File: src/cftc_ram.sv
// generic single-write, single-read ram with registered read data
`default_nettype none

module cftc_ram #(
  parameter int WIDTH = 8,
  parameter int DEPTH = 16
) (
  input  wire logic                     clk,
  input  wire logic                     we,
  input  wire logic [$clog2(DEPTH)-1:0] waddr,
  input  wire logic [WIDTH-1:0]         wdata,
  input  wire logic                     re,
  input  wire logic [$clog2(DEPTH)-1:0] raddr,
  output logic      [WIDTH-1:0]         rdata
);

  logic [WIDTH-1:0] mem [DEPTH];

  // write port
  always_ff @(posedge clk) begin
    if (we) begin
      mem[waddr] <= wdata;
    end
  end

  // registered read port
  always_ff @(posedge clk) begin
    if (re) begin
      rdata <= mem[raddr];
    end
  end

endmodule

`default_nettype wire

File: config.mk
export PLATFORM = sky130hd
export DESIGN_NAME = cftc_ram
export DESIGN_NICKNAME = d
export VERILOG_FILES = /design/src/cftc_ram.sv
export SDC_FILE = /design/constraint.sdc
export NUM_CORES = 1
export LEC_CHECK = 0
export ABC_AREA = 1
export BUFFER_PORTS_ARGS = -buffer_cell sky130_fd_sc_hd__buf_2
export CAP_MARGIN = 20
export CELL_PAD_IN_SITES_DETAIL_PLACEMENT = 1
export CELL_PAD_IN_SITES_GLOBAL_PLACEMENT = 2
export CORE_ASPECT_RATIO = 0.5
export CORE_UTILIZATION = 37
export DETAILED_ROUTE_END_ITERATION = 7
export GPL_ROUTABILITY_DRIVEN = 0
export PLACE_DENSITY_LB_ADDON = 0.12
export RECOVER_POWER = 25
export SLEW_MARGIN = 10
export SYNTH_ARGS = -nofsm -noshare
export SYNTH_HDL_FRONTEND = slang
export SYNTH_SLANG_ARGS = --single-unit
File: constraint.sdc
create_clock -name clk -period 1.09 [get_ports clk]
set_input_delay 0.1635 -clock clk [delete_from_list [all_inputs] [get_ports clk]]
set_output_delay 0.1635 -clock clk [all_outputs]
set_load 0.05 [all_outputs]
# Word level (Yosys, flattened, before mapping)
# Memories as Yosys holds them, arrays and structs flattened. A register that Yosys moved wholly into a read port is not among the register bits.
# Cells that the tools add are included.
# Widths: inputs -> output; s select.
# op_classes
muxes,2
# op_table
op,count
$mux 1,2
# totals
ramBits,128
memories,1
elab_cells,3
out_inout_bits,8
ff_bits,0
in_bits,19
# memory_table
name,words,width,read_ports,rd_ports_with_merged_regs,write_ports,line,source
mem,16,8,1,1,1,17,logic [WIDTH-1:0] mem [DEPTH];

# Longest topological paths before layout
# Gate-level depths: netlist of run 1.
# logic_depth
depth_word,2
ltp_mapped,8
mapped_depth_nobuf,7

# Least setup slack after synthesis of run 1
# OpenSTA, ideal clock, no wires.
# synth_timing
path_type,input port to flip-flop
start,in waddr[3]
end,"mem mem[4][0], enable pin"
slack_ns,-0.024
required_ns,0.720
cell_stages,2
setup_time_ns,0.370
t_arrival_ns,0.744
n_path_buf,0
path_cell_list,nand3b_1 nor2_1
# synth_lines
element,line,source
start: declaration,10,"input wire logic [$clog2(DEPTH)-1:0] waddr,"
end: declaration,17,
# No word-level cell before the write port.

# Worst setup path in the final report of run 1
# layout_timing
start,"reg rdata[7], read port of mem"
end,out rdata[7]
# layout_lines
element,line,source
start: declaration,14,output logic [WIDTH-1:0] rdata
# No word-level cell between the ends.

==> results of run 1 <==
==> metal layers <==
layer	vias up	wire [um]	part of all wire, %	global-route usage (%)
met1	1910	6880	45	27.8
met4	0	51	0.33	6.47
met5	-	0	0	0
met2	61	7280	48	32.7
met3	4	1100	7.2	4.19
li1	1906	-	-	-
==> cell families (layout without fill, tap and decap cells) <==
| logic type | Yosys count | count (layout) | share of synthesized area [%] |
|---|---|---|---|
| and+or+nand+nor | 289 | 289 | 20.8 |
| DFF | 136 | 136 | 69.8 |
| buffers and inverters | 126 | 200 | 9.39 |
==> registers in the layout, summed over array words and instances (netlist names) <==
signal,count
mem,128
rdata,8
==> report_power, final <==
| part | internal, W | total, W | switching (W) | leakage [nW] |
|---|---|---|---|---|
| combinational | 0.000341 | 0.00103 | 0.000693 | 1.64 |
| sequential | 0.00589 | 0.00593 | 0.0000391 | 1.24 |
| clock | 0.00337 | 0.00562 | 0.00225 | 0.270 |
==> how the worst max path moves through the flow <==
stage	from	to	slack, ns	depth (start not counted)
2_1_floorplan	waddr[3]	mem[4][0]	-0.02	2
6_report	rdata[7]	rdata[7]	-0.09	1
3_3_place_gp	raddr[0]	rdata[2]	-0.30	8
5_1_grt	rdata[7]	rdata[7]	-0.13	1
4_1_cts	rdata[7]	rdata[7]	-0.12	1
3_5_place_dp	raddr[0]	rdata[2]	-0.31	8
==> stage by stage <==
step	area [sq um]	cells	TNS, ns	util (%)	setup WS, ns
floorplan	5850	551	-1.56	-	-0.0243
global placement	6470	798	-9.29	42.0	-0.301
detailed placement	6470	798	-10.97	42.0	-0.315
CTS	7220	829	-0.731	46.8	-0.125
global route	7370	829	-1.13	47.8	-0.128
finish	7370	829	-0.525	47.8	-0.0935
==> worst reg2reg max path: stages (launching register included) <==
cell and delay, ns:
edfxtp_1 0.37, inv_1 0.07, nand2_1 0.05, nand3_1 0.09, nand3_2 0.09, nand3_4 0.12
nand2_2 0.06
==> layout by cell type (no fill, tap or decap), drive strengths merged <==
cell and count:
nand2 173, edfxtp 136, inv 105, nand3 97, buf 61, clkbuf 23, nor2 17, clkinv 5
clkinvlp 4, nand3b 2, bufinv 2
==> repair_timing <==
item,4_1_cts,5_1_grt
gates resized for setup,39,36
pin swaps,14,27
setup endpoints to repair,16,16
==> cell type report <==
class | count | area (sq um) | share of cell area (%)
Tap cell | 204 | 255 | 3.46
Clock buffer | 17 | 425 | 5.77
Timing Repair Buffer | 67 | 581 | 7.88
Clock inverter | 14 | 151 | 2.05
Inverter | 102 | 383 | 5.20
Sequential cell | 136 | 4080 | 55.4
Multi-Input combinational cell | 289 | 1490 | 20.2
==> metrics.md, run 1 <==
| Metric | Value |
|---|---|
| Outcome | finished with violations |
| Failing checks | DRC, setup timing |
| DR pass1 iterations | 6 |
| Routed wire per std cell | 18.5 um |
| Core Box Area | 15400 sq um |
| Sink of the worst hold path | mem[12][2] |
| Io pins | 27 |
| DRT iter0 DRCs | 229 |
| Antenna violations before repair | 0 |
| Global-route wire length before repair | 23800 um |
| CTS tree | done |
| Endpoints failing setup | 9 |
| Most common cell in the synthesized netlist | nand2_1 |
| Slew margin rel. | 36.6% |
| Ant. Diodes | 0 |
| Clock skew | 0.00719 ns |
| Pin count of the biggest net entering global routing | 33 |
| Worst Path Buf+Inv | 1 |
| Post-CTS Hold Buffers | 0 |
| Dominant synthesized flop cell | edfxtp_1 |
| CTS sink cnt | 136 |
| PwrDens | 1710 nW/um^2 |
| Die X | 180 um |
| Starting Density | 37.9% |
| Final min period | 1.18 ns |
| Mapped Area | 5850 sq um |
| Gate Count Post-Synth | 551 |
| FF-to-FF path depth | 6 |
| Number of synthesized flops with an enable pin | 136 |
| Row count | 32 |
| Maximum VDD drop | 0.745 mV |
| Flop2flop setup slack | -0.01 ns |
| Worst slew pin tran | 0.951 ns |
| CTS root buffer | clkbuf_16 |
| Cell family with most CP delay | flip-flops |
| Sequential share of the synthesized area | 69.8% |
| Final Hold Fails | 0 |
| Port Buffers | 26 |
| Area Growth Syn to Fin | 26.0% |
| Post-DP HPWL | 9990 um |
| Crit path cell chain | buf_6 |
| Fmax | 845 MHz |
| Final Cycle Share | 109% |
| Final Max Tran Viols | 0 |
| CTS Buf Count | 17 |
| Hold path depth | 1 |
| Worst Setup End Kind | primary output |
| Critical path's largest stage delay | 0.42 ns |
| Syn_nets | 570 |
| Worst skew pair latency | 0.41 ns |
| Vias in the first global route | 4122 |
| Postcts setup bufs | 0 |
| Leakage Power | 3.14 nW |
| Yosys top cell by area | edfxtp_1 |
| Total power | 0.0126 W |
| Crit path DAT | 1.02 ns |
| Reg clk slew, reported paths | 0.06 ns |
| Yosys reg bits | 136 |
| GR Overflow Total | 0 |
| CTS Buffer Depth | 2 |
| Synth top cells by count | nand2_1 (173), edfxtp_1 (136), inv_1 (100) |
| Count of cell types in the netlist | 11 |
| GRT Total Usage | 20.4% |
| CP Launch Type | register |
| FF-to-FF Start | mem[6][0] |
| Worst-path fanout max | 1 |
| Slowest stage cell, crit path | edfxtp_1 |
| Maxcap violations | 0 |
| Hold crit path type | in -> reg |
| Synth area leaders | edfxtp_1 (70%), nand2_1 (11%), nand3_1 (8.3%) |
| WL final | 15300 um |
| Fillcell total | 1667 |
| Routed Antenna Nets | 0 |
| Top-area cell type share of the netlist area | 69.8% |
| Critical path required time | 0.93 ns |
| Syn Area/Cell | 10.6 sq um |
| Via count | 3881 |
| Hold_sp | wdata[2] |
| Crit Path Class | reg -> out |
| DRC violations left | 1 |
| Hold_ws | 0.191 ns |
| Die ar. | 16300 sq um |
| Async set-reset flop share out of synthesis | 0% |
| Crit Reg-Reg Endpoint | rdata[0] |
| Final worst setup slack | -0.0935 ns |
| Die height | 90.9 um |
| H-tree Lvls | 4 |
| Yosys warning count | 0 |
| Share of layout cells above drive strength 1 | 23.7% |
| RSZ-0062 raised after global routing | true |
| Nets | 632 |
| Via density | 4.68 |
(Power assumes the default switching activity.)
==> run 2, diff against run 1 <==
--- a/config.mk
+++ b/config.mk
@@ -20,3 +20,4 @@
 export SYNTH_ARGS = -nofsm -noshare
 export SYNTH_HDL_FRONTEND = slang
 export SYNTH_SLANG_ARGS = --single-unit
+export TNS_END_PERCENT = 1
==> run 2 against run 1 <==
  * The run still ends with DRC, setup timing left
  * First-iteration DRC count down 9.2%
  * Global-route usage hardly changed
  * Wire length decreased by 0.73%
  * Power is 0.27% lower
  * Register-to-register slack worse by 0.03 ns
  * Critical path type unchanged
  * Critical endpoint unchanged
  * Highest routed layer unchanged
==> metrics.md, run 2 (synthesis gave the netlist of run 1 again) <==
| Metric | Value |
|---|---|
| Final min period | 1.19 ns (+0.00574 ns) |
| Routed wire per std cell | 18.3 um (-0.84%) |
| Vias in the first global route | 4126 (+0.097%) |
| Global-route wire length before repair | 23800 um (-0.11%) |
| Crit path DAT | 1.03 ns (about the same) |
| Slew margin rel. | 41.8% (+5.2 points) |
| Worst Setup End Kind | primary output |
| GR Overflow Total | 0 (unchanged) |
| DRT iter0 DRCs | 208 (-9.2%) |
| Routed Antenna Nets | 0 (unchanged) |
| Worst slew pin tran | 0.873 ns (-0.0785 ns) |
| CTS root buffer | clkbuf_16 |
| Die X | 180 um (unchanged) |
| Sw frac | 23.7% (-0.058 points) |
| DRC violations left | 2 (+1) |
| CTS Buffer Depth | 2 (unchanged) |
| Crit path cell chain | buf_6 |
| Reg clk slew, reported paths | 0.06 ns (about the same) |
| Port Buffers | 26 (unchanged) |
| Postcts setup bufs | 0 (unchanged) |
| Area Growth Syn to Fin | 23.8% |
| Die ar. | 16300 sq um (unchanged) |
| Core Box Area | 15400 sq um (unchanged) |
| Slowest stage cell, crit path | edfxtp_1 |
| Outcome | finished with violations |
| GRT Total Usage | 20.4% (about the same) |
| Critical path required time | 0.93 ns (about the same) |
| Final Max Tran Viols | 0 (unchanged) |
| RSZ-0062 raised after global routing | true |
| P_sw | 0.00297 W (-0.52%) |
| Fmax | 841 MHz (-0.48%) |
| Endpoints failing setup | 12 (+3) |
| Multi-input gate area | 1360 sq um (-8.9%) |
| Clock power share | 44.9% (+0.2 points) |
| Final worst setup slack | -0.0992 ns (-0.00575 ns) |
| Die height | 90.9 um (unchanged) |
| WL final | 15200 um (-0.73%) |
| Critical path's largest stage delay | 0.42 ns (about the same) |
| CTS tree | done |
| PwrDens | 1730 nW/um^2 (+1.5%) |
| Share of layout cells above drive strength 1 | 19.5% (-4.2 points) |
| Io pins | 27 (unchanged) |
| Sequential standard cell area | 4080 sq um (unchanged) |
| Final Cycle Share | 109% (+0.53 points) |
| CP Launch Type | register |
| Fin util | 47.0% (-0.84 points) |
| Total internal power | 0.00959 W (-0.20%) |
| Sequential Power Share | 47.3% (+0.2 points) |
| Fillcell total | 1681 (+0.84%) |
| Hold crit path type | in -> reg |
| H-tree Lvls | 4 (unchanged) |
| Starting Density | 37.9% (unchanged) |
| CTS Buf Count | 17 (unchanged) |
| Via density | 4.70 (+0.42%) |
| Combinational power share | 7.8% (-0.4 points) |
| Row count | 32 (unchanged) |
| Post-DP HPWL | 9990 um (unchanged) |
| Crit Path Class | reg -> out |
| Biggest regs | mem: 128 flops, rdata: 8 flops |
| Most frequent cells in the layout | nand2_1 (171), edfxtp_1 (136), inv_1 (99) |
| Maximum VDD drop | 0.749 mV (+0.61%) |
| Worst skew pair latency | 0.42 ns (about the same) |
| Worst Path Buf+Inv | 1 (unchanged) |
| Maxcap violations | 0 (unchanged) |
| Register with the most flip-flops | mem |
| Failing checks | DRC, setup timing |
| Worst-path fanout max | 1 (unchanged) |
| Max reg flops | 128 (unchanged) |
| Via count | 3902 (+0.54%) |
| Nets | 632 (unchanged) |
| CTS sink cnt | 136 (unchanged) |
| Antenna violations before repair | 0 (unchanged) |
| Commonest non-fill, non-tap cell in the layout | nand2_1 |
| DR pass1 iterations | 6 (unchanged) |
| Setup_tns | -0.623 ns (-0.0981 ns) |
| Clock skew | 0.00737 ns (+0.000178 ns) |
| Cell family with most CP delay | flip-flops |
| Pin count of the biggest net entering global routing | 33 (unchanged) |
| Leakage Power | 3.10 nW (-1.3%) |
| Final Hold Fails | 0 (unchanged) |
[run 2: worst paths after layout]
path,start,to,slack (ns),cells after the start
max reg2reg,mem[6][0],rdata[0],-0.04,6
min reg2reg,mem[6][7],rdata[7],0.76,6
max,rdata[7],rdata[7],-0.1,1
min,wdata[2],mem[12][2],0.19,1
[run 2: area by class of cell]
cell class,count,area share [%]
multi-input cells,289,18.7
repair buffers,67,8.02
well taps,204,3.53
flip-flops and latches,136,56.4
inverters,102,5.29
clock buffers,17,5.88
clock inverters,14,2.09
diodes,1,0.0346
[run 2: through the flow]
stage / hold slack, ns / power [W] / std cells / setup slack [ns] / area (sq um)
after floorplan: 0.262 / 0.00653 / 551 / -0.0243 / 5850
after global placement: 0.559 / 0.00695 / 798 / -0.301 / 6470
after detailed placement: 0.560 / 0.00695 / 798 / -0.315 / 6470
after CTS: 0.124 / 0.0126 / 829 / -0.125 / 7170
after global routing: 0.208 / 0.0130 / 829 / -0.128 / 7240
final: 0.193 / 0.0126 / 830 / -0.0992 / 7240
[run 2: timing repair]
item,4_1_cts,5_1_grt
resized for setup,30,16
pin swaps,6,5
hold buffers,0,0
setup endpoints to repair,16,16
[run 2: layer usage]
metal  GRT usage (%)  vias up  part of all wire [%]
li1                -     1911                     -
met1            27.8     1930                    47
met2            32.7       48                    46
met3            4.19       13                   5.3
met4            6.47        0                  0.80
met5               0        -                     0
[run 2: power by group through the flow]
stage | clock, W | combinational (W) | sequential, W
2_1_floorplan | 0 | 0.000413 | 0.00612
3_3_place_gp | 0 | 0.000913 | 0.00603
3_5_place_dp | 0 | 0.000916 | 0.00604
4_1_cts | 0.00573 | 0.000982 | 0.00593
5_1_grt | 0.00596 | 0.00108 | 0.00594
6_report | 0.00564 | 0.000986 | 0.00593
==> run 3, diff against run 2 <==
--- a/config.mk
+++ b/config.mk
@@ -11,7 +11,8 @@
 export CELL_PAD_IN_SITES_DETAIL_PLACEMENT = 1
 export CELL_PAD_IN_SITES_GLOBAL_PLACEMENT = 2
 export CORE_ASPECT_RATIO = 0.5
-export CORE_UTILIZATION = 37
+export CORE_UTILIZATION = 38
+export CTS_BUF_LIST = sky130_fd_sc_hd__clkbuf_8
 export DETAILED_ROUTE_END_ITERATION = 7
 export GPL_ROUTABILITY_DRIVEN = 0
 export PLACE_DENSITY_LB_ADDON = 0.12
==> constraint.sdc (replaced) <==
create_clock -name clk -period 1 [get_ports clk]
set_input_delay 0.15 -clock clk [delete_from_list [all_inputs] [get_ports clk]]
set_output_delay 0.15 -clock clk [all_outputs]
set_load 0.05 [all_outputs]
==> run 3 against run 2 <==
  * The run ends with setup timing left
  * Worst setup slack worse by 0.080 ns
  * First-iteration DRC count up 21%
  * Core utilization up 1.6 points
  * Register-to-register slack worse by 0.10 ns
  * Global-route usage up 1.0 points
  * Sequential share of layout area up 0.61 points
  * Cell count down 1.8%
  * Combinational power up 13%
  * Cell area down 1.1%
  * Die area down 2.6%
  * Clock skew up 0.0080 ns
  * Non-clock buffer count down 7
  * Largest cell class unchanged
==> metrics.md, run 3 (synthesis gave the netlist of run 1 again) <==
| Metric | Value |
|---|---|
| Outcome | finished with violations |
| Failing checks | setup timing |
| Max reg flops | 128 (unchanged) |
| Global-route wire length before repair | 24300 um (+2.1%) |
| Worst skew pair latency | 0.43 ns (about the same) |
| Ant. Diodes | 0 (-1) |
| Register with the most flip-flops | mem |
| Total power | 0.0126 W (+0.74%) |
| GRT Total Usage | 21.4% (+1.0 points) |
| Clock skew | 0.0154 ns (+0.00799 ns) |
| Slowest stage cell, crit path | edfxtp_1 |
| CTS root buffer | clkbuf_8 |
| Final min period | 1.18 ns |
| Worst-path fanout max | 1 (unchanged) |
| Fmax | 848 MHz |
| Maxcap violations | 0 (unchanged) |
| DRC violations left | 0 (-2) |
| Post-place instance area | 6410 sq um (-0.93%) |
| WL final | 15800 um (+3.8%) |
| Postcts setup bufs | 0 (unchanged) |
| Die X | 177 um (-1.3%) |
| Most frequent cells in the layout | nand2_1 (169), edfxtp_1 (136), inv_1 (99) |
| Row count | 31 (-3.1%) |
| CTS tree | done |
| H-tree Lvls | 4 (unchanged) |
| Crit path cell chain | buf_6 |
| Via density | 4.79 (+2.0%) |
| Worst slew pin tran | 0.884 ns (+0.0116 ns) |
| Routed Antenna Nets | 0 (unchanged) |
| Endpoints failing setup | 16 (+4) |
| Final Cycle Share | 118% |
| Via count | 3907 (+0.13%) |
| Post-DP HPWL | 10400 um (+4.3%) |
| Io pins | 27 (unchanged) |
| Routed wire per std cell | 19.4 um (+5.7%) |
| RSZ-0062 raised after global routing | true |
| Pin count of the biggest net entering global routing | 33 (unchanged) |
| Fillcell total | 1599 (-4.9%) |
| Crit Path Class | reg -> out |
| Leakage Power | 3.05 nW (-1.5%) |
| Hold crit path type | in -> reg |
| Biggest regs | mem: 128 flops, rdata: 8 flops |
| PwrDens | 1770 nW/um^2 (+1.8%) |
| Commonest non-fill, non-tap cell in the layout | nand2_1 |
| DR pass1 iterations | 4 (-2) |
| Critical path's largest stage delay | 0.43 ns (about the same) |
| GR Overflow Total | 0 (unchanged) |
| Port Buffers | 26 (unchanged) |
| Critical path required time | 0.85 ns (-0.08 ns) |
| Worst Setup End Kind | primary output |
| Final Max Tran Viols | 0 (unchanged) |
| Slew margin rel. | 41.0% (-0.78 points) |
| CP Launch Type | register |
| Final instance area | 7160 sq um (-1.1%) |
| Final Hold Fails | 0 (unchanged) |
| DRT iter0 DRCs | 252 (+21%) |
| CTS Buf Count | 17 (unchanged) |
| Final worst setup slack | -0.180 ns (-0.0803 ns) |
| Share of layout cells above drive strength 1 | 22.5% (+3.0 points) |
| Maximum VDD drop | 0.926 mV (+24%) |
| CTS sink cnt | 136 (unchanged) |
| Die ar. | 15900 sq um (-2.6%) |
| Antenna violations before repair | 0 (unchanged) |
| CTS Buffer Depth | 2 (unchanged) |
| Area Growth Syn to Fin | 22.5% |
| Crit path DAT | 1.03 ns (about the same) |
| Reg clk slew, reported paths | 0.08 ns (+0.02 ns) |
| Core Box Area | 14700 sq um (-4.4%) |
| Vias in the first global route | 3941 (-4.5%) |
| Nets | 625 (-1.1%) |
| Die height | 89.7 um (-1.3%) |
| Cell family with most CP delay | flip-flops |
| Starting Density | 39.7% (+1.7 points) |
| Worst Path Buf+Inv | 1 (unchanged) |
==> run 3: routing by layer <==
layer | track usage [%] | vias to the layer above | wire length [um]
li1 | - | 1886 | -
met1 | 32.4 | 1950 | 7770
met2 | 31.6 | 63 | 7030
met3 | 4.44 | 8 | 884
met4 | 4.06 | 0 | 88
met5 | 0 | - | 0
==> run 3: repair_timing <==
item | CTS | global route
endpoints found under the setup margin | 16 | 16
gates resized for setup | 49 | 24
hold buffers | 0 | 0
pin swaps | 13 | 4
gates cloned | 0 | 0
==> run 3: final timing paths <==
check | from | cells after the start | slack [ns] | to
max | rdata[4] | 1 | -0.18 | rdata[4]
max reg2reg | mem[14][6] | 6 | -0.14 | rdata[6]
min | re | 1 | 0.09 | rdata[5]
min reg2reg | mem[10][7] | 6 | 0.76 | rdata[7]
==> run 3: final cells by class <==
| type | instances | area, sq um | area share [%] |
|---|---|---|---|
| repair buffers | 60 | 514 | 7.18 |
| clock inverters | 13 | 204 | 2.85 |
| multi-input cells | 289 | 1490 | 20.9 |
| flip-flops and latches | 136 | 4080 | 57.0 |
| well taps | 198 | 248 | 3.46 |
| clock buffers | 17 | 234 | 3.27 |
| inverters | 102 | 383 | 5.35 |
==> run 3: stage by stage <==
step / hold slack (ns) / util [%] / setup TNS, ns / setup WS, ns / instances
after detailed placement: 0.527 / 43.5 / -22.11 / -0.418 / 785
final: 0.0945 / 48.6 / -1.88 / -0.180 / 815
after global routing: 0.0844 / 48.6 / -2.80 / -0.221 / 815
after CTS: 0.0585 / 48.0 / -2.26 / -0.224 / 815
after global placement: 0.522 / 43.5 / -19.15 / -0.419 / 785
after floorplan: 0.249 / - / -10.19 / -0.101 / 551
==> run 3: report_power, final <==
group          internal, W  leakage (nW)  switching, W
Clock              0.00293         0.211       0.00214
Combinational     0.000353          1.60      0.000759
Sequential         0.00642          1.24     0.0000436
Total              0.00970          3.05       0.00295
